File: config.mk
export PLATFORM = sky130hd
export DESIGN_NAME = deque_with_set_membership_unit
export DESIGN_NICKNAME = d
export VERILOG_FILES = /design/src/design/dqsm_pkg.sv /design/src/design/dqsm_cell.sv /design/src/design/deque_with_set_membership_unit.sv
export VERILOG_INCLUDE_DIRS = /design/src /design/src/design
export SDC_FILE = /design/constraint.sdc
export NUM_CORES = 1
export LEC_CHECK = 0
export ABC_AREA = 1
export BUFFER_PORTS_ARGS = -buffer_cell sky130_fd_sc_hd__buf_2
export CAP_MARGIN = 15
export CORE_UTILIZATION = 30
export DETAILED_ROUTE_END_ITERATION = 10
export PLACE_DENSITY = 0.42
export SLEW_MARGIN = 20
export SYNTH_ARGS = -nofsm -noshare
export SYNTH_HDL_FRONTEND = slang
export SYNTH_HIERARCHICAL = 1
export SYNTH_SLANG_ARGS = --single-unit
File: constraint.sdc
create_clock -name clk -period 27.5 [get_ports clk]
set_clock_uncertainty 0.2 [all_clocks]
set_input_delay 1.375 -clock clk [delete_from_list [all_inputs] [get_ports clk]]
set_output_delay 1.375 -clock clk [all_outputs]
set_load 0.05 [all_outputs]
File: src/design/deque_with_set_membership_unit_assert.svh
// Assertion macros shared by the deque with set membership unit.
`ifndef DEQUE_WITH_SET_MEMBERSHIP_UNIT_ASSERT_SVH
`define DEQUE_WITH_SET_MEMBERSHIP_UNIT_ASSERT_SVH

// Same-cycle implication, checked outside reset.
`define DQSM_ASSERT_NOW(lbl, ante, cons) \
    lbl: assert property (@(posedge clk) disable iff (!rst_n) (ante) |-> (cons)) \
        else $error("dqsm: same-cycle check failed");

// Next-cycle implication, checked outside reset.
`define DQSM_ASSERT_NEXT(lbl, ante, cons) \
    lbl: assert property (@(posedge clk) disable iff (!rst_n) (ante) |=> (cons)) \
        else $error("dqsm: next-cycle check failed");

`endif

File: src/design/dqsm_pkg.sv
// Types and constants of the deque with set membership unit.
package dqsm_pkg;

    localparam int DEPTH_DEFAULT = 16;
    localparam int DATA_W        = 32;

    typedef enum logic [2:0] {
        CMD_PUSH_FRONT = 3'd0,
        CMD_PUSH_BACK  = 3'd1,
        CMD_POP_FRONT  = 3'd2,
        CMD_POP_BACK   = 3'd3,
        CMD_SET_ADD    = 3'd4,
        CMD_CONTAINS   = 3'd5,
        CMD_REMOVE     = 3'd6
    } cmd_t;

    localparam logic [1:0] STATUS_OK    = 2'd0;
    localparam logic [1:0] STATUS_FULL  = 2'd1;
    localparam logic [1:0] STATUS_EMPTY = 2'd2;

    typedef enum logic [2:0] {
        CELL_HOLD,
        CELL_SHR,
        CELL_SHL,
        CELL_LOAD_TAIL,
        CELL_SHL_FROM_MATCH
    } cell_op_t;

    typedef enum logic [1:0] {
        ST_IDLE,
        ST_EXEC,
        ST_REPORT
    } state_t;

    typedef struct packed {
        logic [2:0]               command;
        logic signed [DATA_W-1:0] value;
    } cmd_data_t;

    typedef struct packed {
        logic [1:0]               status;
        logic                     found;
        logic signed [DATA_W-1:0] front_value;
        logic signed [DATA_W-1:0] back_value;
        logic [4:0]               count;
        logic                     is_empty;
    } rsp_data_t;

    // Broadcast to every cell.
    typedef struct packed {
        logic              cmp;
        cell_op_t          op;
        logic [DATA_W-1:0] key;
    } cell_ctrl_t;

    // Per-cell position flags.
    typedef struct packed {
        logic valid;
        logic tail;
    } cell_pos_t;

endpackage

File: src/design/dqsm_cell.sv
// One storage cell of the deque: holds an element, compares it and shifts.
module dqsm_cell (
    input  logic                             clk,
    input  logic                             rst_n,
    input  dqsm_pkg::cell_ctrl_t             ctrl,
    input  dqsm_pkg::cell_pos_t              pos,
    input  logic [dqsm_pkg::DATA_W-1:0]      left,
    input  logic [dqsm_pkg::DATA_W-1:0]      right,
    input  logic                             seen_in,
    output logic [dqsm_pkg::DATA_W-1:0]      data,
    output logic                             seen_out
);

    logic [dqsm_pkg::DATA_W-1:0] data_reg;
    logic [dqsm_pkg::DATA_W-1:0] data_next;
    logic                        hit_reg;
    logic                        hit_next;

    // A match here or anywhere toward the front.
    assign seen_out = seen_in | hit_reg;
    assign data     = data_reg;

    always_comb
    begin
        data_next = data_reg;
        case (ctrl.op)
            dqsm_pkg::CELL_HOLD:           data_next = data_reg;
            dqsm_pkg::CELL_SHR:            data_next = left;
            dqsm_pkg::CELL_SHL:            data_next = right;
            dqsm_pkg::CELL_LOAD_TAIL:      data_next = pos.tail ? ctrl.key : data_reg;
            dqsm_pkg::CELL_SHL_FROM_MATCH: data_next = seen_out ? right : data_reg;
            default:                       data_next = data_reg;
        endcase
    end

    assign hit_next = ctrl.cmp ? (pos.valid && (data_reg == ctrl.key)) : hit_reg;

    always_ff @(posedge clk)
    begin
        data_reg <= data_next;
    end

    always_ff @(posedge clk or negedge rst_n)
    begin
        if (!rst_n)
        begin
            hit_reg <= 1'b0;
        end
        else
        begin
            hit_reg <= hit_next;
        end
    end

endmodule

File: src/design/deque_with_set_membership_unit.sv
// Top level of the deque with set membership unit: cell chain and sequencer.
//
//  channel | valid     | stall     | payload
//  --------+-----------+-----------+---------------------------
//  command | cmd_valid | cmd_stall | cmd_data (command, value)
//  result  | rsp_valid | rsp_stall | rsp_data (status .. empty)
//
// A command goes through these steps in order: compare in every cell,
// update the cell chain, then load the result register. A stalled result
// holds the report step until the result register frees. Reset empties the
// queue at once; cell contents are left as they are and never read before
// written.
module deque_with_set_membership_unit #(
    parameter int DEPTH = dqsm_pkg::DEPTH_DEFAULT
) (
    input  logic                  clk,
    input  logic                  rst_n,
    input  logic                  cmd_valid,
    output logic                  cmd_stall,
    input  dqsm_pkg::cmd_data_t   cmd_data,
    output logic                  rsp_valid,
    input  logic                  rsp_stall,
    output dqsm_pkg::rsp_data_t   rsp_data
);

    localparam int FILL_W = $clog2(DEPTH + 1);
    localparam int IDX_W  = $clog2(DEPTH);

    dqsm_pkg::state_t            state_reg;
    dqsm_pkg::state_t            state_next;
    logic [FILL_W-1:0]           fill_reg;
    logic [FILL_W-1:0]           fill_next;
    dqsm_pkg::cmd_data_t         cmd_reg;
    dqsm_pkg::cmd_data_t         cmd_next;
    logic [1:0]                  status_reg;
    logic [1:0]                  status_next;
    logic                        found_reg;
    logic                        found_next;
    logic                        rsp_valid_reg;
    logic                        rsp_valid_next;
    dqsm_pkg::rsp_data_t         rsp_data_reg;
    dqsm_pkg::rsp_data_t         rsp_data_next;

    dqsm_pkg::cell_ctrl_t        ctrl;
    dqsm_pkg::cell_pos_t         pos [DEPTH];
    logic [dqsm_pkg::DATA_W-1:0] cell_data [DEPTH];
    logic                        seen [DEPTH+1];

    logic                        accept;
    logic                        full;
    logic                        empty;
    logic                        hit_any;
    logic [IDX_W-1:0]            back_idx;

    assign accept    = cmd_valid && !cmd_stall;
    assign cmd_stall = (state_reg != dqsm_pkg::ST_IDLE);
    assign rsp_valid = rsp_valid_reg;
    assign rsp_data  = rsp_data_reg;

    assign full     = (fill_reg == FILL_W'(DEPTH));
    assign empty    = (fill_reg == '0);
    assign hit_any  = seen[DEPTH];
    assign back_idx = IDX_W'(fill_reg - 1'b1);

    assign seen[0] = 1'b0;

    genvar gi;
    generate
        for (gi = 0; gi < DEPTH; gi++)
        begin : g_cell
            logic [dqsm_pkg::DATA_W-1:0] left_val;
            logic [dqsm_pkg::DATA_W-1:0] right_val;

            assign pos[gi].valid = (FILL_W'(gi) < fill_reg);
            assign pos[gi].tail  = (FILL_W'(gi) == fill_reg);

            if (gi == 0)
            begin : g_first
                assign left_val = ctrl.key;
            end
            else
            begin : g_inner_left
                assign left_val = cell_data[gi-1];
            end

            if (gi == DEPTH - 1)
            begin : g_last
                assign right_val = '0;
            end
            else
            begin : g_inner_right
                assign right_val = cell_data[gi+1];
            end

            dqsm_cell u_cell (
                .clk      (clk),
                .rst_n    (rst_n),
                .ctrl     (ctrl),
                .pos      (pos[gi]),
                .left     (left_val),
                .right    (right_val),
                .seen_in  (seen[gi]),
                .data     (cell_data[gi]),
                .seen_out (seen[gi+1])
            );
        end
    endgenerate

    always_comb
    begin
        state_next     = state_reg;
        fill_next      = fill_reg;
        cmd_next       = cmd_reg;
        status_next    = status_reg;
        found_next     = found_reg;
        rsp_valid_next = rsp_valid_reg && rsp_stall;
        rsp_data_next  = rsp_data_reg;
        ctrl.cmp       = 1'b0;
        ctrl.op        = dqsm_pkg::CELL_HOLD;
        ctrl.key       = $unsigned(cmd_reg.value);

        case (state_reg)
            dqsm_pkg::ST_IDLE:
            begin
                // Compare against the incoming value in the same edge it transfers.
                ctrl.key = $unsigned(cmd_data.value);
                if (accept)
                begin
                    ctrl.cmp   = 1'b1;
                    cmd_next   = cmd_data;
                    state_next = dqsm_pkg::ST_EXEC;
                end
            end

            dqsm_pkg::ST_EXEC:
            begin
                status_next = dqsm_pkg::STATUS_OK;
                found_next  = 1'b0;
                case (dqsm_pkg::cmd_t'(cmd_reg.command))
                    dqsm_pkg::CMD_PUSH_FRONT:
                    begin
                        if (full)
                        begin
                            status_next = dqsm_pkg::STATUS_FULL;
                        end
                        else
                        begin
                            ctrl.op   = dqsm_pkg::CELL_SHR;
                            fill_next = fill_reg + 1'b1;
                        end
                    end
                    dqsm_pkg::CMD_PUSH_BACK:
                    begin
                        if (full)
                        begin
                            status_next = dqsm_pkg::STATUS_FULL;
                        end
                        else
                        begin
                            ctrl.op   = dqsm_pkg::CELL_LOAD_TAIL;
                            fill_next = fill_reg + 1'b1;
                        end
                    end
                    dqsm_pkg::CMD_POP_FRONT:
                    begin
                        if (empty)
                        begin
                            status_next = dqsm_pkg::STATUS_EMPTY;
                        end
                        else
                        begin
                            ctrl.op   = dqsm_pkg::CELL_SHL;
                            fill_next = fill_reg - 1'b1;
                        end
                    end
                    dqsm_pkg::CMD_POP_BACK:
                    begin
                        if (empty)
                        begin
                            status_next = dqsm_pkg::STATUS_EMPTY;
                        end
                        else
                        begin
                            fill_next = fill_reg - 1'b1;
                        end
                    end
                    dqsm_pkg::CMD_SET_ADD:
                    begin
                        if (hit_any)
                        begin
                            found_next = 1'b1;
                        end
                        else if (full)
                        begin
                            status_next = dqsm_pkg::STATUS_FULL;
                        end
                        else
                        begin
                            ctrl.op   = dqsm_pkg::CELL_SHR;
                            fill_next = fill_reg + 1'b1;
                        end
                    end
                    dqsm_pkg::CMD_CONTAINS:
                    begin
                        found_next = hit_any;
                    end
                    dqsm_pkg::CMD_REMOVE:
                    begin
                        if (hit_any)
                        begin
                            found_next = 1'b1;
                            ctrl.op    = dqsm_pkg::CELL_SHL_FROM_MATCH;
                            fill_next  = fill_reg - 1'b1;
                        end
                    end
                    default:
                    begin
                        status_next = dqsm_pkg::STATUS_OK;
                    end
                endcase
                state_next = dqsm_pkg::ST_REPORT;
            end

            dqsm_pkg::ST_REPORT:
            begin
                // Hold until the result register is free.
                if (!rsp_valid_reg || !rsp_stall)
                begin
                    rsp_valid_next             = 1'b1;
                    rsp_data_next.status       = status_reg;
                    rsp_data_next.found        = found_reg;
                    rsp_data_next.front_value  = empty ? '0 : $signed(cell_data[0]);
                    rsp_data_next.back_value   = empty ? '0 : $signed(cell_data[back_idx]);
                    rsp_data_next.count        = 5'(fill_reg);
                    rsp_data_next.is_empty     = empty;
                    state_next                 = dqsm_pkg::ST_IDLE;
                end
            end

            default:
            begin
                state_next = dqsm_pkg::ST_IDLE;
            end
        endcase
    end

    always_ff @(posedge clk or negedge rst_n)
    begin
        if (!rst_n)
        begin
            state_reg     <= dqsm_pkg::ST_IDLE;
            fill_reg      <= '0;
            rsp_valid_reg <= 1'b0;
        end
        else
        begin
            state_reg     <= state_next;
            fill_reg      <= fill_next;
            rsp_valid_reg <= rsp_valid_next;
        end
    end

    always_ff @(posedge clk)
    begin
        cmd_reg      <= cmd_next;
        status_reg   <= status_next;
        found_reg    <= found_next;
        rsp_data_reg <= rsp_data_next;
    end

`include "deque_with_set_membership_unit_assert.svh"

    `DQSM_ASSERT_NOW(a_fill_bound, 1'b1, fill_reg <= FILL_W'(DEPTH))
    `DQSM_ASSERT_NEXT(a_accept_exec, accept, state_reg == dqsm_pkg::ST_EXEC)
    `DQSM_ASSERT_NEXT(a_full_keeps_fill, state_reg == dqsm_pkg::ST_EXEC && full && (cmd_reg.command == dqsm_pkg::CMD_PUSH_FRONT || cmd_reg.command == dqsm_pkg::CMD_PUSH_BACK), fill_reg == $past(fill_reg))

endmodule
# Yosys cells after proc, flatten, opt, wreduce, memory -nomap -nowiden
# Index checks and enable logic that the tools add are counted.
# totals
ff_bits	647
input_bits	39
output_inout_bits	75
wordCells	289
# op_classes
add_sub_neg	2
n_lt_le_gt_ge	17
n_eq_ne	81
mux	77
bitwise_logic	16
n_reduce_logical	51
# ops
op	n
$pmux 32 s4	16
$mux 32	35
$eq 32x32->1	16
$bmux 32 s4	1
$ne 2x1->1 const B	32
$reduce_and 3->1	16
$eq 4x5->1 const A	8
$lt 4x5->1 const A	8
$eq 3x5->1 const A	4
$lt 3x5->1 const A	4
$mux 5	4
$pmux 5 s4	1
$logic_and 1x1->1	18
$or 1x1->1	15
$pmux 3 s5	1
$eq 3x2->1 const B	4
$eq 3x3->1 const B	4
$mux 2	6
$pmux 2 s3	2
$eq 2x5->1 const A	2
$lt 1x5->1 const A	2
$lt 2x5->1 const A	2
$ne 2x2->1 const B	5
$mux 3	3
other kinds (21)	35

# Depth between registers and ports, before layout
# Gate-level depths: netlist (run 1).
# depth
word_depth	21
ltp_mapped	25
mapped_depth_nobuf	24

# Modules after synthesis
# Netlist (run 1), hierarchy kept.
# by_module_without_submodules
mod	n_inst	cells_per_inst	area_each_um2	seq_area_each_um2
dqsm_cell	16	324	2358.5	985.9
deque_with_set_membership_unit	1	1932	11262.1	3533.4

# Worst setup path before layout (run 1)
# No wires, ideal clock.
# synth_timing
kind	register to register
from	register g_cell[0].u_cell.hit_reg
to	register g_cell[0].u_cell.data_reg (netlist bit g_cell[0].u_cell/data[0]) (enable)
arrival_time_ns	9.357
required_ns	26.868
setup_slack_ns	17.511
path_stages_with_launch	23
path_cell_list	dfrtp_1 -> or2_2 -> or2_2 -> or2_2 -> or2_2 -> or2_2 -> or2_2 -> or2_2 -> or2_2 -> or2_2 -> or2_2 -> or2_2 -> or2_2 -> or2_2 -> or2_2 -> or2_2 -> or2_2 -> nand2_1 -> nor4_1 -> inv_2 -> nand2_4 -> nor3_1 -> a21oi_1
# synth_rtl
item	line_no	rtl
start: declaration	dqsm_cell.sv:16	logic hit_reg;
start signal: assignment	dqsm_cell.sv:51	hit_reg <= hit_next;
end signal: assignment	dqsm_cell.sv:40	data_reg <= data_next;
end: declaration	dqsm_cell.sv:14	logic [dqsm_pkg::DATA_W-1:0] data_reg;

==> flow_summary.ini, run 1 <==
[synthesis]
yosys.area.top_type = edfxtp_1
synth-seq-area-share_pct = 39.4
synthTopCellsByArea = edfxtp_1 38%, nand3_1 20%, nand2_1 17%
synth.distinct_cells = 39
syn_inst = 7116
async_flop_share_pct = 3.71
synthAdderAreaFrac_pct = 0.102
synth_top_family_by_area = simple AND/OR/NAND/NOR gates
netlist.area_leader.share_pct = 38.2
yosysWarningCount = 6
synth-xor-area-share_pct = 2.67
synth_flop_cell = edfxtp_1
synth-compound-area-share_pct = 1.20
yosys-top-cells-count = 2,268 x nand2_1, 1,925 x nand3_1, 967 x inv_1, 623 x edfxtp_1, 381 x nor2_1
yosys.area_share.simple_pct = 43.8
netlist_area_mm2 = 0.0490
synth-seq-cells = 647
muxShareOfSynthArea_pct = 0
syn_area_per_cell_um2 = 6.89
synth_edf_count = 623
synthMostInstantiatedCell = nand2_1

[sta]
max_freq_ghz = 0.122
drv_slew = 0
fin_crit_ns = 8.23
hold_ws_ns = 0.224
relSlewSlack_pct = 25.9
setup-tns-final_ns = 0
period_share_pct = 29.9
worstMarginPinSlew_ns = 1.11
setup_violations = 0
rsz0062_at_grt = false
hold_viol = 0

[routing]
detail_route.wl_per_cell_um = 23.4
wl_um = 218000
drtAntennaViolNets = 0
drt_iter0_markers = 4805
drc = 0
via_count = 47707
drt_first_pass_iters = 6
avgViaCountPerCell = 5.12

[final_layout]
fin_cells = 9322
area_delta_synth_final_pct = 10.0
drive_above_1_share_pct = 7.88
largest_reg_flops = 512
nets = 7129

[critical_path]
required_ns = 27.87
crit_path_max_fanout = 48
critical_path_class = reg2reg
cp-start-kind = flip-flop
worstSetupEndpointType = flip-flop
cp_data_arrival_time_ns = 8.60

[global_route]
grt_pass1_wl_um = 320000
grt.overflow.total = 0
grt_max_degree = 132
grt_pass1_vias = 44910
grt_use_total_pct = 26.0
antenna_found_initial = 3

[pwr]
p_int_mw = 2.70
seqPwrFrac_pct = 28.1
p_comb_share_pct = 50.5
clockPowerShare_pct = 21.5
peakVddDrop_mv = 0.0979
p_leak_nw = 24.2
p_switching_mw = 2.80
switching_share_pct = 50.9
p_per_area_mw_per_mm2 = 102

[min_path]
hold_path.class = reg2reg

[die]
ios = 114
initial_core_util_pct = 30.4
die_w_um = 406
fp-row-count = 147
core_area_mm2 = 0.161
dieHeight_um = 406
die-area_mm2 = 0.165

[cts]
clk_pin_slew_worst_paths_ns = 0.06
cts_num_sinks = 647
root_buffer = clkbuf_16
clockBufferDepth = 3
cts_hold_buffers = 0
cts_resized = 0
cts_buffers = 89
htreeDepth = 3
cts_setup_buffers = 0
cts_tree = done
clock_latency_ns = 0.71

[placed_design]
dpl.hpwl_um = 152000
gp_congestion = 0.868
dp_cells = 9154
io_buffers = 113

[job]
maxCapViolCount = 0

[run_status]
status = completed
==> power by group through the flow <==
| stage | clock network (mW) | logic [mW] | registers, mW |
|---|---|---|---|
| 2_1_floorplan | 0 | 1.66 | 1.56 |
| 3_3_place_gp | 0 | 2.74 | 1.56 |
| 3_5_place_dp | 0 | 2.76 | 1.56 |
| 4_1_cts | 1.21 | 2.77 | 1.54 |
| 5_1_grt | 1.24 | 3.00 | 1.56 |
| 6_report | 1.18 | 2.78 | 1.54 |
==> path summary, 6_finish.rpt <==
check,slack (ns),cells past startpoint,from,endpoint
worst max-delay path,19.27,24,g_cell[0].u_cell/hit_reg,g_cell[13].u_cell/data[13]
worst min-delay path,0.22,0,status_reg[0],rsp_data[71]
worst max register to register,19.27,24,g_cell[0].u_cell/hit_reg,g_cell[13].u_cell/data[13]
worst min register to register,0.22,0,status_reg[0],rsp_data[71]
max in group asynchronous,25.82,1,rst_n,fill_reg[0]
min in group asynchronous,0.60,1,rst_n,g_cell[3].u_cell/hit_reg
==> through the flow <==
| stage | utilization [%] | area [um2] | total power [mW] | worst slack, ns |
|---|---|---|---|---|
| 2_1_floorplan | - | 49100 | 3.22 | 17.51 |
| 3_3_place_gp | 31.6 | 51000 | 4.30 | 19.45 |
| 3_5_place_dp | 31.6 | 51000 | 4.32 | 19.34 |
| 4_1_cts | 33.4 | 53900 | 5.52 | 19.30 |
| 5_1_grt | 33.4 | 53900 | 5.80 | 18.91 |
| 6_report | 33.4 | 53900 | 5.50 | 19.27 |
==> kinds of logic (layout without fill, tap and decap cells) <==
group                    count (synthesis)  in the layout
AND/OR/NAND/NOR                       4835           4835
buffers and inverters                 1370           1382
flip-flops                             647            647
XOR/XNOR                               147            147
AO/OA/AOI/OAI                          112            112
adder cells (fa/ha/maj)                  4              4
other                                    1             35
==> per-layer routing <==
metal,global-route usage [%],share of wire [%],vias to the layer above
met3,3.70,6.0,326
li1,-,-,22971
met4,8.62,3.3,4
met2,43.7,48,1657
met5,0,0.016,-
met1,34.1,43,22749
==> layout by cell type, fill, tap and decap left out, types with 6 or more instances in the layout <==
master	count
a21oi_1	33
a21oi_4	18
buf_2	113
buf_4	91
bufinv_16	6
clkbuf_1	23
clkbuf_16	91
clkinv_1	23
clkinv_2	12
conb_1	33
dfrtp_1	23
edfxtp_1	623
inv_1	967
inv_2	35
nand2_1	2238
nand2_2	46
nand2_4	37
nand3_1	1925
nand4_1	97
nor2_1	378
nor2_2	18
nor2_4	20
nor3_1	20
o21ai_0	42
o22ai_1	16
or2_2	48
xnor2_1	128
xor2_1	18
==> cell type report <==
type | instances | area [um2]
clock inverter | 46 | 400
antenna | 2 | 5.00
timing repair buffer | 209 | 1370
clock buffer | 119 | 2430
inverter | 1008 | 3800
tap | 2160 | 2700
multi-input combinational | 5131 | 23900
sequential | 647 | 19300
fill | 17344 | 107000
==> worst max-delay path, stage by stage, from the launching register on <==
cell and delay, ns:
dfrtp_1 0.37, or2_2 0.31, or2_2 0.29, or2_2 0.30, or2_2 0.29, or2_2 0.29
or2_2 0.31, or2_2 0.31, or2_2 0.31, or2_2 0.29, or2_2 0.32, or2_2 0.30
or2_2 0.30, or2_2 0.29, or2_2 0.31, or2_2 0.29, or2_2 0.31, nand2_1 0.14
nand4_1 0.16, nor2_4 0.10, buf_4 0.57, inv_2 0.53, nor2_4 0.88, nand2_1 0.10
nand3_1 0.12
No activity file was read; power rests on OpenSTA's default activity.
==> run 2: changes to the inputs <==
Clock period 27.5 ns to 8.4 ns, I/O delays scaled along.
==> flow_summary.ini, run 2 (synthesized netlist as in run 1, its figures left out) <==
[run_status]
status = completed

[final_layout]
area_delta_synth_final_pct = 11.6
drive_above_1_share_pct = 8.31
fillerInstances = 17458
nets = 7201
most-common-layout-cells = 2,238 x nand2_1, 1,925 x nand3_1, 967 x inv_1, 623 x edfxtp_1, 378 x nor2_1
fin_cells = 9392
largest_reg_flops = 512
final_common_cell = nand2_1

[critical_path]
required_ns = 8.63
cp_top_family = simple AND/OR/NAND/NOR gates
critical_path_class = reg2reg
worstSetupEndpointType = flip-flop
cp-start-kind = flip-flop
crit_buf_inv = 1
crit_path_max_fanout = 32
critPathSlowestCell = nor2_4
timing.rr.start = g_cell[0].u_cell/hit_reg
critPathMaxStageDelay_ns = 0.53
crit_start = g_cell[0].u_cell/hit_reg
cp_data_arrival_time_ns = 8.20
cp_common_cell = or2_2

[cts]
clock_latency_ns = 0.72
cts_buffers = 90
cts_setup_buffers = 0
root_buffer = clkbuf_16
cts_num_sinks = 647
cts_tree = done
htreeDepth = 3
clockBufferDepth = 3
clk_pin_slew_worst_paths_ns = 0.06

[pwr]
p_comb_share_pct = 50.4
clockPowerShare_pct = 21.9
switching_share_pct = 49.8
p_switching_mw = 8.88
peakVddDrop_mv = 0.258
p_int_mw = 8.93
p_leak_nw = 24.6
seqPwrFrac_pct = 27.7
p_per_area_mw_per_mm2 = 326

[routing]
avgViaCountPerCell = 5.01
wl_um = 201000
drt_iter0_markers = 4245
drt_first_pass_iters = 6
via_count = 47066
detail_route.wl_per_cell_um = 21.4
drc = 0
drtAntennaViolNets = 0

[placed_design]
gp_congestion = 0.837
io_buffers = 113
dpl.hpwl_um = 141000
dp_cells = 9182
dpl_worst_slack_ns = 0.477

[job]
maxCapViolCount = 0

[die]
dieHeight_um = 406
core_area_mm2 = 0.161
ios = 114
die-area_mm2 = 0.165
initial_core_util_pct = 30.4
die_w_um = 406
fp-row-count = 147

[global_route]
antenna_found_initial = 1
grt_use_total_pct = 24.0
grt_pass1_vias = 44962
grt.overflow.total = 0
grt_max_degree = 135
grt_pass1_wl_um = 301000

[sta]
hold_viol = 0
max_freq_ghz = 0.126
relSlewSlack_pct = 26.5
fin_crit_ns = 7.97
hold_ws_ns = 0.193
period_share_pct = 94.8
setup_violations = 0
worstMarginPinSlew_ns = 1.10
setup-tns-final_ns = 0
drv_slew = 0
rsz0062_at_grt = false
fin_ws_ns = 0.433

[min_path]
hold_path.class = in2async
## run 2: path summary, 6_finish.rpt
| kind | endpoint | slack [ns] | depth (start not counted) |
|---|---|---|---|
| max reg2reg | g_cell[2].u_cell/data[12] | 0.43 | 25 |
| min reg2reg | rsp_data[70] | 0.23 | 0 |
| max | g_cell[2].u_cell/data[12] | 0.43 | 25 |
| max in group asynchronous | fill_reg[0] | 7.09 | 2 |
| min in group clk | rsp_data[70] | 0.23 | 0 |
| min | g_cell[14].u_cell/hit_reg | 0.19 | 2 |
## run 2: repair_timing
item                      CTS  global route
hold buffers               38             0
hold endpoints to repair   71             0
gates resized for setup     0             0
## run 2: cell type report
cell class | instances | area (um2) | area share [%]
clock inverter | 37 | 364 | 0.666
timing repair buffer | 280 | 2110 | 3.86
multi-input combinational | 5131 | 23900 | 43.7
tap | 2160 | 2700 | 4.94
antenna | 1 | 2.50 | 0.00458
inverter | 1008 | 3800 | 6.96
clock buffer | 128 | 2520 | 4.60
sequential | 647 | 19300 | 35.3
## run 2: power by group through the flow
stage	Combinational, mW	Clock, mW	Sequential (mW)
floorplan	5.44	0	5.10
global placement	8.80	0	5.01
detailed placement	8.86	0	5.01
CTS	8.90	3.99	4.95
global route	9.76	4.09	5.01
finish	8.97	3.90	4.94
## run 2: per-stage QoR
stage | power (mW) | area [um2] | utilization (%)
CTS | 17.8 | 54500 | 33.8
global placement | 13.8 | 51300 | 31.8
detailed placement | 13.9 | 51300 | 31.8
global route | 18.9 | 54700 | 33.9
floorplan | 10.5 | 49200 | -
finish | 17.8 | 54700 | 33.9
## run 2: layer usage
layer	up-vias	wire, um	part of all wire (%)	global-route usage (%)
li1	23112	-	-	-
met1	22347	90700	45	32.5
met2	1370	95800	48	40.4
met3	237	9000	4.5	2.38
met4	0	5260	2.6	6.53
met5	-	0	0	0
